## config.mk

```make
export PLATFORM = sky130hd
export DESIGN_NAME = csdb_ctrl
export DESIGN_NICKNAME = d
export VERILOG_FILES = /design/src/csdb_pkg.sv /design/src/csdb_ctrl.sv
export SDC_FILE = /design/constraint.sdc
export NUM_CORES = 1
export LEC_CHECK = 0
export ABC_AREA = 1
export ABC_CLOCK_PERIOD_IN_PS = 2600
export CORE_AREA = 2 2 51 53
export DETAILED_ROUTE_END_ITERATION = 8
export DIE_AREA = 0 0 53 55
export DONT_BUFFER_PORTS = 1
export PLACE_DENSITY = 0.39
export SKIP_CTS_REPAIR_TIMING = 1
export SLEW_MARGIN = 20
export SYNTH_ARGS = -nofsm -noshare
export SYNTH_HDL_FRONTEND = slang
export SYNTH_SLANG_ARGS = --single-unit
```

## constraint.sdc

```tcl
create_clock -name clk_i -period 2.6 [get_ports clk_i]
set_clock_uncertainty 0.1 [all_clocks]
set_input_delay 0.52 -clock clk_i [delete_from_list [all_inputs] [get_ports clk_i]]
set_output_delay 0.52 -clock clk_i [all_outputs]
set_load 0.02 [all_outputs]
```

## src/csdb_pkg.sv

```systemverilog
package csdb_pkg;

  localparam int unsigned STORE_DEPTH      = 1024;
  localparam int unsigned STORE_AW         = $clog2(STORE_DEPTH);
  localparam int unsigned USED_W           = STORE_AW + 1;
  localparam int unsigned MAX_STACK_FRAMES = 128;
  localparam int unsigned STAGE_AW         = $clog2(MAX_STACK_FRAMES);
  localparam int unsigned LEN_W            = 8;
  localparam int unsigned ADDR_W           = 64;
  localparam int unsigned COUNT_W          = 8;
  localparam int unsigned INDEX_W          = 10;
  localparam logic [COUNT_W-1:0] COUNT_LIMIT = 8'd255;

  typedef enum logic [1:0] {
    OP_FRAME = 2'd0,
    OP_READ  = 2'd1,
    OP_CLEAR = 2'd2
  } opcode_e;

  typedef enum logic [2:0] {
    ST_STAGED   = 3'd0,
    ST_INCR     = 3'd1,
    ST_APPENDED = 3'd2,
    ST_FULL     = 3'd3,
    ST_READ     = 3'd4,
    ST_CLEARED  = 3'd5,
    ST_IGNORED  = 3'd6
  } status_e;

  typedef enum logic [3:0] {
    S_IDLE,
    S_SCAN_A,
    S_SCAN_C,
    S_CMP_A,
    S_CMP_C,
    S_DECIDE,
    S_INC,
    S_CLR,
    S_APP_A,
    S_APP_C,
    S_OUT
  } state_e;

  typedef enum logic [1:0] {
    SEL_READ,
    SEL_SCAN,
    SEL_CMP,
    SEL_HIT
  } sel_e;

  typedef struct packed {
    logic accept;
    logic store_re;
    sel_e sel;
    logic stage_re;
    logic scan_start;
    logic scan_next;
    logic cmp_start;
    logic cmp_next;
    logic hit_rec;
    logic inc_wr;
    logic app_start;
    logic app_wr;
    logic app_done;
    logic set_pending;
    logic out_load;
  } cmd_t;

  typedef struct packed {
    logic enabled;
    logic pending;
    logic out_free;
    logic used_ge;
    logic cand_ok;
    logic end_hit;
    logic k_eq_len;
    logic step_ok;
    logic term_ok;
    logic found;
    logic fits;
  } stat_t;

endpackage

```

## src/csdb_ctrl.sv

```systemverilog
module csdb_ctrl (
  input  logic                  clk_i,
  input  logic                  rst_ni,
  input  logic                  in_valid_i,
  input  logic [1:0]            opcode_i,
  input  logic                  last_frame_i,
  input  csdb_pkg::stat_t       stat_i,
  output logic                  in_stall_o,
  output csdb_pkg::cmd_t        cmd_o
);

  csdb_pkg::state_e state_q, state_d;
  logic accept;

  assign in_stall_o = !((state_q == csdb_pkg::S_IDLE) && stat_i.out_free);
  assign accept     = in_valid_i && !in_stall_o;

  always_ff @(posedge clk_i or negedge rst_ni) begin
    if (!rst_ni) begin
      state_q <= csdb_pkg::S_IDLE;
    end else begin
      state_q <= state_d;
    end
  end

  always_comb begin
    state_d = state_q;
    case (state_q)
      csdb_pkg::S_IDLE: begin
        if (accept) begin
          case (opcode_i)
            csdb_pkg::OP_FRAME: begin
              if (stat_i.enabled && !stat_i.pending && last_frame_i) begin
                state_d = csdb_pkg::S_SCAN_A;
              end else begin
                state_d = csdb_pkg::S_OUT;
              end
            end
            csdb_pkg::OP_CLEAR: state_d = csdb_pkg::S_CLR;
            default:            state_d = csdb_pkg::S_OUT;
          endcase
        end
      end
      csdb_pkg::S_SCAN_A: begin
        state_d = stat_i.used_ge ? csdb_pkg::S_DECIDE : csdb_pkg::S_SCAN_C;
      end
      csdb_pkg::S_SCAN_C: begin
        state_d = stat_i.cand_ok ? csdb_pkg::S_CMP_A : csdb_pkg::S_SCAN_A;
      end
      csdb_pkg::S_CMP_A: begin
        if (stat_i.k_eq_len && stat_i.end_hit) begin
          state_d = csdb_pkg::S_SCAN_A;
        end else begin
          state_d = csdb_pkg::S_CMP_C;
        end
      end
      csdb_pkg::S_CMP_C: begin
        if (!stat_i.k_eq_len && stat_i.step_ok) begin
          state_d = csdb_pkg::S_CMP_A;
        end else begin
          state_d = csdb_pkg::S_SCAN_A;
        end
      end
      csdb_pkg::S_DECIDE: begin
        if (stat_i.found) begin
          state_d = csdb_pkg::S_INC;
        end else if (stat_i.fits) begin
          state_d = csdb_pkg::S_APP_A;
        end else begin
          state_d = csdb_pkg::S_OUT;
        end
      end
      csdb_pkg::S_INC: state_d = csdb_pkg::S_OUT;
      csdb_pkg::S_CLR: begin
        state_d = (stat_i.pending && stat_i.fits) ? csdb_pkg::S_APP_A : csdb_pkg::S_OUT;
      end
      csdb_pkg::S_APP_A: begin
        state_d = stat_i.k_eq_len ? csdb_pkg::S_OUT : csdb_pkg::S_APP_C;
      end
      csdb_pkg::S_APP_C: state_d = csdb_pkg::S_APP_A;
      csdb_pkg::S_OUT: begin
        if (stat_i.out_free) begin
          state_d = csdb_pkg::S_IDLE;
        end
      end
      default: state_d = csdb_pkg::S_IDLE;
    endcase
  end

  always_comb begin
    cmd_o        = '0;
    cmd_o.sel    = csdb_pkg::SEL_READ;
    cmd_o.accept = accept;
    case (state_q)
      csdb_pkg::S_IDLE: begin
        if (accept && (opcode_i == csdb_pkg::OP_READ)) begin
          cmd_o.store_re = 1'b1;
        end
        if (accept && (opcode_i == csdb_pkg::OP_FRAME) && stat_i.enabled &&
            !stat_i.pending && last_frame_i) begin
          cmd_o.scan_start = 1'b1;
        end
      end
      csdb_pkg::S_SCAN_A: begin
        if (!stat_i.used_ge) begin
          cmd_o.store_re = 1'b1;
          cmd_o.sel      = csdb_pkg::SEL_SCAN;
        end
      end
      csdb_pkg::S_SCAN_C: begin
        if (stat_i.cand_ok) begin
          cmd_o.cmp_start = 1'b1;
        end else begin
          cmd_o.scan_next = 1'b1;
        end
      end
      csdb_pkg::S_CMP_A: begin
        if (stat_i.k_eq_len && stat_i.end_hit) begin
          cmd_o.hit_rec   = 1'b1;
          cmd_o.scan_next = 1'b1;
        end else begin
          cmd_o.store_re = 1'b1;
          cmd_o.stage_re = 1'b1;
          cmd_o.sel      = csdb_pkg::SEL_CMP;
        end
      end
      csdb_pkg::S_CMP_C: begin
        if (stat_i.k_eq_len) begin
          cmd_o.hit_rec   = stat_i.term_ok;
          cmd_o.scan_next = 1'b1;
        end else if (stat_i.step_ok) begin
          cmd_o.cmp_next = 1'b1;
        end else begin
          cmd_o.scan_next = 1'b1;
        end
      end
      csdb_pkg::S_DECIDE: begin
        if (stat_i.found) begin
          cmd_o.store_re = 1'b1;
          cmd_o.sel      = csdb_pkg::SEL_HIT;
        end else if (stat_i.fits) begin
          cmd_o.app_start = 1'b1;
        end else begin
          cmd_o.set_pending = 1'b1;
        end
      end
      csdb_pkg::S_INC: cmd_o.inc_wr = 1'b1;
      csdb_pkg::S_CLR: cmd_o.app_start = stat_i.pending && stat_i.fits;
      csdb_pkg::S_APP_A: begin
        if (stat_i.k_eq_len) begin
          cmd_o.app_done = 1'b1;
        end else begin
          cmd_o.stage_re = 1'b1;
        end
      end
      csdb_pkg::S_APP_C: cmd_o.app_wr = 1'b1;
      csdb_pkg::S_OUT:   cmd_o.out_load = stat_i.out_free;
      default: ;
    endcase
  end

endmodule

```

-- After elaboration in Yosys (flattened, before gate mapping)
Index checks and enable logic that the tools add are counted.
Widths: inputs -> output; s select.
- equal/unequal tests: 14
- multiplexer cells: 46
- reductions and logical operators: 18
- operators with widths (kind ; number):
    $pmux 4 s11 ; 1
    $mux 1 ; 24
    $mux 4 ; 5
    $eq 4x3->1 const B ; 4
    $eq 4x4->1 const B ; 3
    $logic_and 1x1->1 ; 12
    $mux 3 ; 4
    $mux 2 ; 5
    $eq 4x2->1 const B ; 2
    $pmux 4 s2 ; 1
    $pmux 1 s2 ; 3
    $pmux 2 s3 ; 1
    $eq 4x1->1 const B ; 1
    $logic_not 4->1 ; 1
    $ne 2x2->1 const B ; 2
    $pmux 1 s4 ; 1
    $logic_not 1->1 ; 3
    $pmux 1 s3 ; 1
    $eq 2x1->1 const B ; 1
    $eq 2x2->1 const B ; 1
    $logic_not 2->1 ; 1
    $reduce_and 2->1 ; 1
- flip-flop bits (word level): 4
- input bits: 17
- logic and storage cells: 79

-- Logic depth before layout (Yosys ltp)
- depth after elaboration: 9
- depth in mapped cells: 9
- mapped depth without buffers: 9

-- Worst setup path before layout
OpenSTA, ideal clock, no wires.
- path kind: flip-flop to output port
- start: register state_q[2]
- end: output cmd_o[6] in the netlist's numbering
- data arrival time: 1221 ps
- required time: 1980 ps
- slack: 759 ps
- stages on the path, launching flop included: 5
- path buffers: 0
- cell sequence: dfrtp_1 > inv_1 > nor2_1 > nand2_1 > o21ai_0
- RTL lines (what ; RTL line ; RTL):
    start: declaration ; csdb_ctrl.sv:12 ; csdb_pkg::state_e state_q, state_d;
    start signal: assignment ; csdb_ctrl.sv:20 ; state_q <= csdb_pkg::S_IDLE;
    start signal: assignment ; csdb_ctrl.sv:22 ; state_q <= state_d;
    end: declaration ; csdb_ctrl.sv:9 ; output csdb_pkg::cmd_t cmd_o

==> run metrics <==
reg2reg end=state_q[2]$_DFFE_PN0P_; min Tclk post-route=around 2.3 ns; total number of vias=approximately 630; max reg flops=4; WL/cell=roughly 12 um; first-pass GRT wire length=roughly 2400 um; Core Area=between 2000 and 2500 um^2; post-synthesis register bit count=4; Comb power frac=between 70% and 80%; Post-Place Cells=134; number of global-route vias before repair=around 580; most frequent cells in the layout=nand2_1 (34), inv_1 (18), nor2_1 (15); clock power share=10.9%; clk slew on worst S/H paths=0.04 ns; Finished Core Util=around 28%; Max Cap Violations=0; Max Clk Rate=approximately 440 MHz; Die X=roughly 53 um; initial antenna violation count=0; Avg Cell Area, Syn=5.59 um^2; # nets final=127; area fraction in compound gates after synthesis=between 10 and 15%; Clock Tree Buf Depth=2; Synth Area in XOR/XNOR=0%; Sw Ratio=58.3%; post-route ant nets=0; register area share after synthesis=between 10% and 20%; initial core utilization=24.3%; final worst-path cycle share=between 80 and 90%; post-layout instance count excluding filler cells=138; Worst R2R Start=state_q[1]$_DFFE_PN0P_; commonest non-fill, non-tap cell in the layout=nand2_1; pre-CTS setup slack=between 0.5 and 0.6 ns; worst vdd ir=0.000420 V; Routed WL=roughly 1600 um; fin worst setup slack=approximately 0.34 ns; H-Tree Depth=1; Synthesized Nets=120; Worst setup SP type=flop; mux contribution to synthesized area=0%; Simple-Gate Fraction of Synth Area=between 50% and 60%; cell accounting for the most synthesized area=nand2_1; CP bufs+invs=2; worst skew pair latency=0.24 ns; die height=55 um; CP Max Fanout=5; Adder-Cell Fraction of Synth Area=0%; critical path capture point type=output pin; CTS sink cnt=4; Largest regs=state_q: 4 flops; post-synth top area share=about 22%; largest family of logic cells by synthesized area=simple AND/OR/NAND/NOR gates; Critical Path RT=a little under 2 ns; hpwl dp=roughly 1400 um; Die ar.=between 2000 and 3000 um^2; Post-Syn Area=576 um^2; final setup TNS=0 ns; Crit-path slowest cell=dfrtp_1; CTS Root Cell=clkbuf_4; Largest Register=state_q; fraction of layout cells with a size suffix above 1=about an eighth; Cell variety after synth=20; status=finished, final reports clean; Inserted Clock Buffers=3; Min-Delay Endpoint=state_q[1]$_DFFE_PN0P_; P_int=around 290 uW; Worst Tran Pin Value=0.636 ns; hold_sp=stat_i[8]; Worst Setup Path Type=reg2out; Buffers on Ports=0; CTS tree=done; RSZ-0062 raised after global routing=false; Worst Hold Class=in2reg; Worst slew margin=57.3%; total grt overflow=0; drt first pass iters=4; crit-path cells=nor2_2 > nand2_2 > clkinv_4 > nand3_4 > inv_1 > nand3_1 > nand4_1; cell family with most CP delay=simple AND/OR/NAND/NOR gates; overall power=between 700 and 800 uW; post-DR vias/cell=around 4.5; R2R Setup Slk=1.00 ns; Top Ports=34; Hold Crit Depth=3; pwr/cell area=~1100 nW/um^2; FP Rows=18; Area Overhead vs Synth=13.5%; r2r worst-path depth=6; setup violators final=0; Seq pwr share=approximately a fifth; initial DRC count=4; DRC Markers=0; Post-Syn Instances=between 100 and 150; Ys Warns=0; largest net degree at the start of global routing=6; GPL Wtd Cong=0.824; antenna cells=0; Pins Over Slew Limit=0; max incr delay on CP=a little over 0.4 ns; top post-synthesis cells by area=nand2_1 (22%), dfrtp_1 (17%), inv_1 (12%); final hold vios=0; total global-route track usage=11.6%; Static Leak=0.000389 uW; Psw=411 uW; arrival time of the worst setup path=1.64 ns
## synth_stat cells (all sizes together)
library cell / n
a21boi: 1
nor3: 2
nand3b: 2
nand3: 12
o21ai: 4
nor2: 18
o21a: 1
nand4: 2
dfrtp: 4
nand2: 35
inv: 18
o31ai: 1
buf: 1
o221ai: 1
clkinv: 1
## routing by layer
metal / track usage, % / vias up / part of all wire, %
met5: 0 / - / 0
met4: 3.85 / 0 / 0.79
met3: 2.15 / 2 / 6.8
met2: 20.0 / 22 / 49
met1: 14.6 / 269 / 44
li1: - / 333 / -
## power groups by stage
stage	Combinational [uW]	Clock (uW)	Sequential (uW)
after floorplan	413	0	127
after global placement	506	0	131
after detailed placement	498	0	133
after CTS	503	79.6	133
after global routing	564	85.1	138
final	495	76.7	133
## final cells by class
type,instances,area [um^2]
fill,293,1710
multi-input combinational,79,392
sequential,4,100
inverter,19,76.3
tap,30,37.5
timing repair buffer,3,25.0
clock buffer,3,22.5
## cells by family (layout without fill, tap and decap cells)
logic type      Yosys count  count (layout)
flops                     4               4
buf+inv                  20              25
simple gates             71              71
compound gates            8               8
## stage by stage
step,hold slack [ns],instance area [um^2]
after floorplan,0.124,576
after global placement,0.125,621
after detailed placement,0.125,621
after CTS,-0.127,643
after global routing,0.436,653
final,0.407,653
## worst min-delay path: cells and delay by family
family	cells	cell delay (ns)
buffers and inverters	1	0.04
and+or+nand+nor	2	0.15
## worst max-delay path by stage
stage                                start        end  slack, ns  depth (start not counted)
floorplan           state_q[2]$_DFFE_PN0P_   cmd_o[6]       0.76                          4
global placement    state_q[2]$_DFFE_PN0P_  cmd_o[14]       0.62                          7
detailed placement  state_q[2]$_DFFE_PN0P_  cmd_o[14]       0.59                          7
CTS                 state_q[2]$_DFFE_PN0P_  cmd_o[14]       0.33                          7
global route        state_q[2]$_DFFE_PN0P_  cmd_o[14]       0.20                          7
finish              state_q[2]$_DFFE_PN0P_  cmd_o[14]       0.34                          7
Note: power is estimated with default switching activity, not from simulation.
